===== src/sv/lzrle_pkg.sv =====
// Shared types and constants for the LZ/RLE byte decompressor.
package lzrle_pkg;

  localparam int HIST_DEPTH = 1024;
  localparam int HIST_AW = 10;
  localparam int RUN_W = 15;

  localparam logic [3:0] PH_CTRL     = 4'd0;
  localparam logic [3:0] PH_LIT_EXT  = 4'd1;
  localparam logic [3:0] PH_FILL_EXT = 4'd2;
  localparam logic [3:0] PH_FILL_VAL = 4'd3;
  localparam logic [3:0] PH_REF_LOW  = 4'd4;
  localparam logic [3:0] PH_PAT_CNT  = 4'd5;
  localparam logic [3:0] PH_LIT_COPY = 4'd6;
  localparam logic [3:0] PH_PAT_LIT  = 4'd7;
  localparam logic [3:0] PH_FILL_OUT = 4'd8;
  localparam logic [3:0] PH_REF_OUT  = 4'd9;
  localparam logic [3:0] PH_PAT_REP  = 4'd10;

  localparam logic CFG_INPUT_SIZE  = 1'b0;
  localparam logic CFG_OUTPUT_SIZE = 1'b1;

  typedef struct packed {
    logic       command;
    logic [7:0] src_byte;
  } in_item_t;

  typedef struct packed {
    logic       byte_taken;
    logic       out_valid;
    logic [7:0] out_byte;
    logic       finished;
  } out_item_t;

  // Decoded step handed from the token decoder to the emit stage.
  typedef struct packed {
    logic               taken;
    logic               emit;
    logic               lookup;
    logic [7:0]         lit_byte;
    logic [HIST_AW-1:0] wr_addr;
    logic [HIST_AW-1:0] rd_addr;
    logic               finished;
  } step_t;

endpackage


===== src/sv/lzrle_decode.sv =====
// Token decoder: holds the parse state and works out one step per accepted item.
module lzrle_decode #(
  parameter int SIZE_BITS = 24
) (
  input  logic                   clk,
  input  logic                   rst,
  input  logic                   accept,
  input  lzrle_pkg::in_item_t    item,
  input  logic [SIZE_BITS-1:0]   input_size,
  input  logic [SIZE_BITS-1:0]   output_size,
  output lzrle_pkg::step_t       step
);

  localparam int RW = lzrle_pkg::RUN_W;
  localparam int AW = lzrle_pkg::HIST_AW;

  logic [SIZE_BITS-1:0] written_count, written_count_next;
  logic [SIZE_BITS-1:0] read_count, read_count_next;
  logic [3:0]           phase, phase_next;
  logic [RW-1:0]        copy_left, copy_left_next;
  logic [RW-1:0]        repeat_left, repeat_left_next;
  logic [AW-1:0]        distance, distance_next;
  logic [7:0]           fill_value, fill_value_next;

  logic [SIZE_BITS-1:0] rem;
  logic [SIZE_BITS-1:0] rem_m1;
  logic                 out_done;
  logic [7:0]           b;
  logic                 cmd;
  logic [RW-1:0]        ext;
  logic [RW-1:0]        cl;
  logic [RW-1:0]        cd;

  function automatic logic [RW-1:0] clamp_run(input logic [RW-1:0] n,
                                              input logic [SIZE_BITS-1:0] r);
    if ({{(SIZE_BITS-RW){1'b0}}, n} < r) begin
      return n;
    end
    return r[RW-1:0];
  endfunction

  function automatic logic [RW-1:0] dec_sat(input logic [RW-1:0] n);
    if (n != '0) begin
      return n - RW'(1);
    end
    return n;
  endfunction

  assign cmd      = item.command;
  assign b        = item.src_byte;
  assign rem      = (output_size > written_count) ? output_size - written_count : '0;
  assign rem_m1   = rem - SIZE_BITS'(1);
  assign out_done = (written_count >= output_size);
  assign ext      = {2'b00, b, 5'b00000};

  always_comb begin
    written_count_next = written_count;
    read_count_next    = read_count;
    phase_next         = phase;
    copy_left_next     = copy_left;
    repeat_left_next   = repeat_left;
    distance_next      = distance;
    fill_value_next    = fill_value;
    step               = '0;
    cl                 = '0;
    cd                 = '0;
    step.wr_addr       = written_count[AW-1:0];
    step.rd_addr       = written_count[AW-1:0] - distance - AW'(1);

    if (phase != lzrle_pkg::PH_CTRL && out_done) begin
      // Output size was lowered inside a token: drop the token.
      phase_next = lzrle_pkg::PH_CTRL;
    end else begin
      case (phase)
        lzrle_pkg::PH_LIT_EXT: begin
          if (cmd) begin
            step.taken     = 1'b1;
            cl             = clamp_run(copy_left + ext, rem);
            copy_left_next = cl;
            phase_next     = (cl != '0) ? lzrle_pkg::PH_LIT_COPY : lzrle_pkg::PH_CTRL;
          end
        end
        lzrle_pkg::PH_FILL_EXT: begin
          if (cmd) begin
            step.taken     = 1'b1;
            copy_left_next = copy_left + ext;
            phase_next     = lzrle_pkg::PH_FILL_VAL;
          end
        end
        lzrle_pkg::PH_FILL_VAL: begin
          if (cmd) begin
            step.taken      = 1'b1;
            fill_value_next = b;
            cl              = clamp_run(copy_left, rem);
            copy_left_next  = cl;
            phase_next      = (cl != '0) ? lzrle_pkg::PH_FILL_OUT : lzrle_pkg::PH_CTRL;
          end
        end
        lzrle_pkg::PH_REF_LOW: begin
          if (cmd) begin
            step.taken    = 1'b1;
            distance_next = {distance[AW-1:8], b};
            phase_next    = lzrle_pkg::PH_REF_OUT;
          end
        end
        lzrle_pkg::PH_PAT_CNT: begin
          if (cmd) begin
            step.taken = 1'b1;
            // The pattern length is at most 65 here, so seven bits carry it.
            repeat_left_next = RW'(b) * RW'(copy_left[6:0]);
            phase_next       = lzrle_pkg::PH_PAT_LIT;
          end
        end
        lzrle_pkg::PH_LIT_COPY: begin
          if (cmd) begin
            step.taken     = 1'b1;
            step.emit      = 1'b1;
            step.lit_byte  = b;
            cd             = dec_sat(copy_left);
            copy_left_next = cd;
            if (cd == '0) begin
              phase_next = lzrle_pkg::PH_CTRL;
            end
          end
        end
        lzrle_pkg::PH_PAT_LIT: begin
          if (cmd) begin
            step.taken     = 1'b1;
            step.emit      = 1'b1;
            step.lit_byte  = b;
            cd             = dec_sat(copy_left);
            copy_left_next = cd;
            if (cd == '0) begin
              // Clamp against what is left after this byte.
              cl               = clamp_run(repeat_left, rem_m1);
              repeat_left_next = cl;
              phase_next       = (cl != '0) ? lzrle_pkg::PH_PAT_REP : lzrle_pkg::PH_CTRL;
            end
          end
        end
        lzrle_pkg::PH_FILL_OUT: begin
          step.emit      = 1'b1;
          step.lit_byte  = fill_value;
          cd             = dec_sat(copy_left);
          copy_left_next = cd;
          if (cd == '0) begin
            phase_next = lzrle_pkg::PH_CTRL;
          end
        end
        lzrle_pkg::PH_REF_OUT: begin
          step.emit      = 1'b1;
          step.lookup    = 1'b1;
          cd             = dec_sat(copy_left);
          copy_left_next = cd;
          if (cd == '0) begin
            phase_next = lzrle_pkg::PH_CTRL;
          end
        end
        lzrle_pkg::PH_PAT_REP: begin
          step.emit        = 1'b1;
          step.lookup      = 1'b1;
          cd               = dec_sat(repeat_left);
          repeat_left_next = cd;
          if (cd == '0) begin
            phase_next = lzrle_pkg::PH_CTRL;
          end
        end
        default: begin
          phase_next = lzrle_pkg::PH_CTRL;
          if (cmd && !out_done && read_count < input_size) begin
            step.taken = 1'b1;
            if (b[7] && b[6]) begin
              copy_left_next = RW'(b[4:0]) + RW'(2);
              phase_next     = b[5] ? lzrle_pkg::PH_FILL_EXT : lzrle_pkg::PH_FILL_VAL;
            end else if (b[7]) begin
              cl             = clamp_run(RW'(b[5:2]) + RW'(2), rem);
              copy_left_next = cl;
              distance_next  = {b[1:0], 8'h00};
              phase_next     = (cl != '0) ? lzrle_pkg::PH_REF_LOW : lzrle_pkg::PH_CTRL;
            end else if (b[6]) begin
              cl             = clamp_run(RW'(b[5:0]) + RW'(2), rem);
              copy_left_next = cl;
              distance_next  = (cl != '0) ? cl[AW-1:0] - AW'(1) : '0;
              phase_next     = (cl != '0) ? lzrle_pkg::PH_PAT_CNT : lzrle_pkg::PH_CTRL;
            end else if (b[5]) begin
              copy_left_next = RW'(b[4:0]) + RW'(1);
              phase_next     = lzrle_pkg::PH_LIT_EXT;
            end else begin
              cl             = clamp_run(RW'(b[4:0]) + RW'(1), rem);
              copy_left_next = cl;
              phase_next     = (cl != '0) ? lzrle_pkg::PH_LIT_COPY : lzrle_pkg::PH_CTRL;
            end
          end
        end
      endcase
    end

    if (step.taken && read_count != '1) begin
      read_count_next = read_count + SIZE_BITS'(1);
    end
    if (step.emit) begin
      written_count_next = written_count + SIZE_BITS'(1);
    end
    step.finished = (written_count_next >= output_size) ||
                    (phase_next == lzrle_pkg::PH_CTRL && read_count_next >= input_size);
  end

  always_ff @(posedge clk) begin
    if (rst) begin
      written_count <= '0;
      read_count    <= '0;
      phase         <= lzrle_pkg::PH_CTRL;
      copy_left     <= '0;
      repeat_left   <= '0;
      distance      <= '0;
      fill_value    <= '0;
    end else if (accept) begin
      written_count <= written_count_next;
      read_count    <= read_count_next;
      phase         <= phase_next;
      copy_left     <= copy_left_next;
      repeat_left   <= repeat_left_next;
      distance      <= distance_next;
      fill_value    <= fill_value_next;
    end
  end

endmodule


===== config.mk =====
export PLATFORM = sky130hd
export DESIGN_NAME = lzrle_decode
export DESIGN_NICKNAME = d
export VERILOG_FILES = /design/src/sv/lzrle_pkg.sv /design/src/sv/lzrle_decode.sv
export SDC_FILE = /design/constraint.sdc
export NUM_CORES = 1
export LEC_CHECK = 0
export BUFFER_PORTS_ARGS = -buffer_cell sky130_fd_sc_hd__buf_2
export CAP_MARGIN = 5
export CORE_MARGIN = 3
export CORE_UTILIZATION = 35
export DETAILED_ROUTE_END_ITERATION = 16
export MAX_ROUTING_LAYER = met4
export PLACE_DENSITY = 0.62
export SKIP_CTS_REPAIR_TIMING = 1
export SLEW_MARGIN = 15
export SYNTH_ARGS = -nofsm -noshare
export SYNTH_HDL_FRONTEND = slang
export SYNTH_SLANG_ARGS = --single-unit

===== constraint.sdc =====
create_clock -name clk -period 10.37 [get_ports clk]
set_input_delay 0 -clock clk [delete_from_list [all_inputs] [get_ports clk]]
set_output_delay 0 -clock clk [all_outputs]
set_load 0.05 [all_outputs]

Word level (Yosys, flattened, before mapping)

Index checks and enable logic that the tools add are counted.

Flip-flop bits (word level): 100
Output and inout port bits: 32
Logic and storage cells: 265

$add $sub $neg: 14
$mul: 1
$lt $le $gt $ge: 11
Equal/unequal tests: 20
Multiplexer cells: 166
Bitwise logic cells: 5
Reductions and logical operators: 40

Operators with widths:

| operator                                           | count |
|---|---|
| 2-to-1 mux 15 bit                                  | 72 |
| case mux 15 bit (8 select lines)                   | 1 |
| nonzero test 15 bit                                | 8 |
| zero test 15 bit                                   | 5 |
| greater-or-equal comparator 24 bit                 | 3 |
| less-than comparator 15 x 24 -> 1 bit              | 3 |
| 2-to-1 mux 24 bit                                  | 3 |
| 2-to-1 mux 4 bit                                   | 15 |
| 2-to-1 mux 1 bit                                   | 51 |
| 2-to-1 mux 10 bit                                  | 5 |
| adder 24 x 1 -> 24 bit, second input constant      | 2 |
| case mux 15 bit (3 select lines)                   | 1 |
| case mux 4 bit (10 select lines)                   | 1 |
| subtractor 15 x 1 -> 15 bit, second input constant | 2 |
| 2-to-1 mux 3 bit                                   | 9 |
| > comparator 24 bit                                | 1 |
| less-than comparator 24 bit                        | 1 |
| less-than comparator 5 x 24 -> 1 bit               | 1 |
| less-than comparator 6 x 24 -> 1 bit               | 1 |
| less-than comparator 7 x 24 -> 1 bit               | 1 |
| != test 24 bit, second input constant              | 1 |
| subtractor 24 x 1 -> 24 bit, second input constant | 1 |
| subtractor 24 bit                                  | 1 |
| case mux 10 bit (2 select lines)                   | 1 |
| 38 further kinds                                   | 67 |

Depth between registers and ports, before layout

Gate-level depths: netlist of the first run.

Depth in word-level cells: 31
Gate-level depth with buffers: 33
Mapped depth without buffers: 29

Worst setup path after synthesis of the first run

No wires, ideal clock.

Kind: register -> output
Start: register written_count[19]
End: output port step[0] (netlist bit)
Arrival: 6291 ps
Required time: 10370 ps
Slack: 4079 ps
Cell stages (with the launch flop): 27
Path buffers: 4
Cells stage by stage: dfxtp_1 inv_1 ha_1 clkbuf_1 a21oi_1 o21ai_0 a221oi_1 nand3_1 and2_1 clkbuf_1 buf_1 nand2_1 ha_1 clkbuf_1 nand4_1 nor3_1 nor3b_1 xor2_1 o21ai_0 ha_1 nand4_1 o41ai_1 and4b_1 o211a_1 mux2i_1 o22ai_1 a311o_1

RTL lines:

| item                   | line                | RTL |
|---|---|---|
| from (decl)            | lzrle_decode.sv:17  | `logic [SIZE_BITS-1:0] written_count, written_count_next;` |
| from (signal assigned) | lzrle_decode.sv:218 | `written_count <= written_count_next;` |
| to (decl)              | lzrle_decode.sv:11  | `output lzrle_pkg::step_t step` |

==> results of run 1 <==
-- Yosys cell counts, types with 8 or more instances --
| cell | n | area (µm²) |
|---|---|---|
| inv_1 | 156 | 586 |
| a22o_1 | 16 | 140 |
| dfxtp_1 | 100 | 2000 |
| nor4_1 | 18 | 113 |
| a21oi_1 | 118 | 591 |
| a31oi_1 | 10 | 62.6 |
| nor2b_1 | 18 | 113 |
| buf_4 | 11 | 82.6 |
| mux2i_1 | 38 | 380 |
| o21ai_0 | 101 | 505 |
| nor2_1 | 216 | 811 |
| a221o_1 | 8 | 80.1 |
| nand3_1 | 76 | 380 |
| a21o_1 | 50 | 375 |
| nand2b_1 | 19 | 119 |
| and3_1 | 26 | 163 |
| o22ai_1 | 11 | 68.8 |
| fa_1 | 32 | 641 |
| ha_1 | 207 | 2590 |
| and2_1 | 28 | 175 |
| nand2_1 | 180 | 676 |
| o211ai_1 | 20 | 150 |
| clkbuf_1 | 74 | 278 |
| a311oi_1 | 8 | 70.1 |
| and4_1 | 11 | 96.3 |
| a22oi_1 | 35 | 263 |
| nor3b_1 | 9 | 67.6 |
| xor2_1 | 56 | 490 |
| a211oi_1 | 22 | 165 |
| nand4_1 | 29 | 181 |
| xnor2_1 | 117 | 1020 |
| or2_2 | 9 | 56.3 |
| o21a_1 | 16 | 120 |
| nor3_1 | 61 | 305 |
| o21bai_1 | 12 | 90.1 |
| or3_1 | 18 | 113 |
| buf_2 | 16 | 80.1 |
-- final timing paths --
check / endpoint / slack (ns) / cells past startpoint
worst max-delay path: step[0] / 2.22 / 24
worst min-delay path: distance[6]$_SDFFE_PP0P_ / 0.15 / 3
worst max register to register: repeat_left[5]$_SDFFE_PP0P_ / 2.73 / 25
worst min register to register: distance[6]$_SDFFE_PP0P_ / 0.50 / 2
-- metal layers --
metal	up-vias	routed length [µm]	track usage (%)
met2	554	22600	34.3
met3	112	3040	2.79
met5	-	0	-
met1	7389	23500	29.0
met4	0	1900	9.10
li1	7454	-	-
-- critical path, cell delays in order, from the launching register on --
cell and delay [ns]:
dfxtp_1 0.41, inv_1 0.09, ha_1 0.37, a21o_1 0.22, a21o_1 0.18, a221oi_1 0.53, nand3_1 0.40, and2_1 0.26
buf_4 0.25, nand2_1 0.44, ha_1 0.41, nand4_1 0.21, nor3_1 0.47, nor3b_1 0.41, xor2_1 0.17, o21ai_0 0.12
ha_1 0.36, nand4_1 0.12, o41ai_1 0.46, and4b_1 0.26, o211a_1 0.26, mux2i_1 0.54, o22ai_1 0.15, a311o_1 0.42
buf_2 0.23
-- logic make-up (layout without fill, tap and decap cells) --
group           count (synthesis)  count (layout)  synth area share [%]
simple gates                  746             746                  23.7
compound gates                513             513                  22.6
buf+inv                       266             278                  6.98
fa+ha+maj                     239             239                  21.0
xor+xnor                      173             173                  9.84
flops                         100             100                  13.0
mux                            44              44                  2.91
-- power groups by stage --
stage | sequential (mW) | combinational, mW | clock, mW
6_report | 0.417 | 0.756 | 0.398
5_1_grt | 0.419 | 0.837 | 0.421
4_1_cts | 0.416 | 0.747 | 0.408
3_5_place_dp | 0.425 | 0.741 | 0
3_3_place_gp | 0.425 | 0.734 | 0
2_1_floorplan | 0.409 | 0.552 | 0
-- area by class of cell --
class	count	area, µm²	share of cell area, %
clock buffers	9	225	1.36
clock inverters	7	103	0.621
inverters	159	597	3.61
multi-input cells	1715	12300	74.6
flip-flops and latches	100	2000	12.1
well taps	585	732	4.43
repair buffers	103	546	3.30
-- state kept, by name (all words and copies together), names as in the netlist --
register,flops
read_count,24
written_count,24
copy_left,15
repeat_left,15
distance,10
fill_value,8
phase,4
==> metrics.csv, run 1 <==
metric,value,unit
max_freq,123,MHz
min-delay-start,item[6],
grtUsageTotal,22.1,%
p_comb_share,48.1,%
synth_edf_count,0,
drtPass1Iterations,5,
gr-total-overflow,0,
hpwl,39800,µm
start_util,35.6,%
max_slew_margin,19.7,%
syn2layout_area_growth,7.36,%
tritoncts,built,
grt_max_degree,89,
setup.worst_path.end_class,primary output,
drc,0,
synth_cell_types,88,
place_area,16200,µm²
die-area,46500,µm²
power,1.57,mW
clkSinkCount,100,
async_flop_share,0,%
cap_violations,0,
finalWirelength,51100,µm
syn_inst,2081,
clockPowerShare,25.4,%
finalClockSkew,0.0199,ns
crit_start,written_count[21]$_SDFFE_PP0P_,
drtIter0Drc,1268,
p_per_area,95.1,nW/µm²
path_max_fanout,30,
ir_drop,0.0000841,V
htree_levels,3,
syn_area,15400,µm²
worst_slew_pin_slew,1.20,ns
clockRootBuffer,clkbuf_16,
avgViaCountPerCell,5.79,
num-fill-cells,4550,
synth-seq-cells,100,
io_pins,92,
yosysSeqAreaShare,13.0,%
grt_pass1_vias,14818,
die_h,216,µm
clk_latency,0.40,ns
pwr-share-seq,26.5,%
cts_buffer_depth,2,
synth_nets,2380,
drive_above_1_share,7.64,%
grt_pass1_wl,80800,µm
holdWs,0.154,ns
p_sw,0.706,mW
wl_per_cell,19.1,µm
fin_area,16500,µm²
layout_commonest_cell,nor2_1,
cts.clk_slew.worst_paths,0.08,ns
die_w,216,µm
timing.rr.start,written_count[21]$_SDFFE_PP0P_,
dpl.cell_count,2662,
antenna_found_initial,0,
setup_ws,2.22,ns
setup_violations,0,
timing.final.crit_period,8.15,ns
switching_share,44.9,%
coreArea,43300,µm²
fin_nets,2387,
num_rows,76,
drtAntennaViolNets,0,
cp.required,10.37,ns
hp-class,input port to flop,
preCtsSetupSlack,2.86,ns
routabilityCongestion,0.962,
synthFlopType,dfxtp_1,
via_count,15509,
internal_power,0.866,mW
rsz0062_at_grt,false,
min_period_over_period,78.6,%
numCtsBuffers,9,
stdcell_count,2678,
p_leak,7.47,nW
avgSynthCellArea,7.40,µm²
fin_setup_tns,0,ns
crit_type,flop to primary output,
final_cell_mix,"216 x nor2_1, 207 x ha_1, 180 x nand2_1, 156 x inv_1, 118 x a21oi_1",
status,"finished, final reports clean",
drv_slew,0,
yosysWarnings,0,
antenna_cells,0,
cp-start-kind,flop,
hold_violations,0,
numPortBuffers,91,
final_core_util,38.2,%
cp.arrival,8.15,ns
Note: power is estimated with default switching activity, not from simulation.
==> inputs of run 2 (changes only) <==
==> constraint.sdc (replaced) <==
create_clock -name clk -period 7.55 [get_ports clk]
set_input_delay 0 -clock clk [delete_from_list [all_inputs] [get_ports clk]]
set_output_delay 0 -clock clk [all_outputs]
set_load 0.05 [all_outputs]
==> run 2 against run 1 <==
  * Sequential power rose by 39%
  * Final cell count rose by 0.30%
  * Register-to-register slack got worse by 1.4 ns
  * Design area rose by 0.20%
  * Sequential cell count did not move
  * Via count fell by 0.48%
  * Critical path depth did not move
  * Critical path type unchanged
  * Largest cell class unchanged
==> metrics.csv, run 2 (same netlist as run 1, synthesis figures left out) <==
metric,value,unit,change
status,"finished, final reports clean",,
cp-start-kind,flop,,
drv_slew,0,,unchanged
crit_type,flop to primary output,,
grt_pass1_vias,14780,,-0.26%
drc,0,,unchanged
cap_violations,0,,unchanged
grt_max_degree,66,,-26%
tritoncts,built,,
grtUsageTotal,21.8,%,-0.28 points
setup.worst_path.end_class,primary output,,
hpwl,38900,µm,-2.2%
clk_latency,0.40,ns,about the same
max_freq,145,MHz,
finalClockSkew,0.0193,ns,-0.000652 ns
cts_buffer_depth,2,,unchanged
worst_slew_pin_slew,1.27,ns,+0.0711 ns
setup_violations,0,,unchanged
drtAntennaViolNets,0,,unchanged
layout_commonest_cell,nor2_1,,
p_per_area,126,nW/µm²,+33%
num-fill-cells,4584,,+0.75%
numCtsBuffers,9,,unchanged
numPortBuffers,91,,unchanged
clkSinkCount,100,,unchanged
grt_pass1_wl,80100,µm,-0.90%
htree_levels,3,,unchanged
die_w,216,µm,unchanged
drtPass1Iterations,6,,+1
fin_nets,2394,,+0.29%
hold_violations,0,,unchanged
drive_above_1_share,8.19,%,+0.55 points
via_count,15434,,-0.48%
preCtsSetupSlack,0.906,ns,-1.95 ns
setup_ws,0.659,ns,-1.56 ns
cp.required,7.55,ns,-2.82 ns
syn2layout_area_growth,7.57,%,
p_leak,7.48,nW,+0.15%
max_slew_margin,14.9,%,-4.8 points
gr-total-overflow,0,,unchanged
wl_per_cell,18.7,µm,-2.1%
min_period_over_period,91.3,%,
reg_top3,"read_count: 24 flops, written_count: 24 flops",,
die_h,216,µm,unchanged
rsz0062_at_grt,false,,
r2r_cells,21,,-16%
start_util,35.6,%,unchanged
routabilityCongestion,0.985,,+2.3%
antenna_found_initial,1,,+1
cp.arrival,6.89,ns,-1.26 ns
hp-class,input port to flop,,
coreArea,43300,µm²,unchanged
cts.clk_slew.worst_paths,0.09,ns,about the same
drtIter0Drc,1222,,-3.6%
clockRootBuffer,clkbuf_16,,
fin_setup_tns,0,ns,unchanged
final_cell_mix,"216 x nor2_1, 207 x ha_1, 180 x nand2_1, 156 x inv_1, 118 x a21oi_1",,
timing.final.crit_period,6.89,ns,
io_pins,92,,unchanged
path_max_fanout,9,,-70%
ir_drop,0.000111,V,+32%
avgViaCountPerCell,5.75,,-0.78%
die-area,46500,µm²,unchanged
finalWirelength,50200,µm,-1.8%
min_path_cells,2,,-1
multi_input_area,12300,µm²,+0.16%
seqCellArea,2000,µm²,unchanged
num_rows,76,,unchanged
[run 2: cell types whose count changed in the layout (fill, tap and decap cells not counted), sizes merged]
cell and change:
buf +7, diode +1, inv -1, clkinvlp +1
bufinv -1, clkbuf +1
[run 2: layer usage]
metal / routed length (µm) / track usage [%] / vias up
met4: 1620 / 8.28 / 0
met1: 23000 / 28.6 / 7344
li1: - / - / 7483
met3: 3140 / 3.32 / 82
met2: 22400 / 33.9 / 525
met5: 0 / - / -
[run 2: path summary, 6_finish.rpt]
check	slack [ns]	end	startpoint
worst max-delay path	0.66	step[0]	written_count[19]$_SDFFE_PP0P_
worst max register to register	1.32	copy_left[7]$_SDFFE_PP0P_	written_count[8]$_SDFFE_PP0P_
worst min-delay path	0.09	copy_left[12]$_SDFFE_PP0P_	rst
worst min register to register	0.50	distance[8]$_SDFFE_PP0P_	distance[8]$_SDFFE_PP0P_
[run 2: metrics by stage]
stage | hold slack [ns] | instances | cell area, µm² | util, % | power (mW)
after floorplan | 0.308 | 2081 | 15400 | - | 1.32
after global placement | 0.461 | 2669 | 16200 | 37.6 | 1.58
after detailed placement | 0.477 | 2669 | 16200 | 37.6 | 1.59
after CTS | 0.0589 | 2685 | 16500 | 38.2 | 2.09
after global routing | 0.114 | 2686 | 16600 | 38.3 | 2.24
final | 0.0911 | 2686 | 16600 | 38.3 | 2.09
[run 2: cell type report]
cell class | instances | share of cell area, %
multi-input cells | 1715 | 74.5
flip-flops and latches | 100 | 12.1
well taps | 585 | 4.42
repair buffers | 110 | 3.61
inverters | 159 | 3.60
clock buffers | 10 | 1.38
clock inverters | 6 | 0.340
diodes | 1 | 0.0151
[run 2: power by group]
part | internal, mW | switching, mW
clock network | 0.231 | 0.260
logic | 0.383 | 0.638
registers | 0.539 | 0.0386
total | 1.15 | 0.937
[run 2: critical path, stage by stage (launching register included)]
cell and delay, ns:
dfxtp_1 0.40, inv_1 0.10, ha_1 0.39, a21oi_1 0.28
o21ai_0 0.17, a221oi_1 0.49, nand3_1 0.12, buf_4 0.19
and2_1 0.15, nand2_1 0.10, ha_1 0.31, nand4_1 0.23
nor3_2 0.31, nor3b_1 0.39, xor2_1 0.18, o21ai_0 0.12
ha_1 0.33, nand4_1 0.12, o41ai_1 0.42, and4b_1 0.25
o211a_1 0.26, mux2i_2 0.41, o22ai_1 0.12, a311o_1 0.42
buf_2 0.23
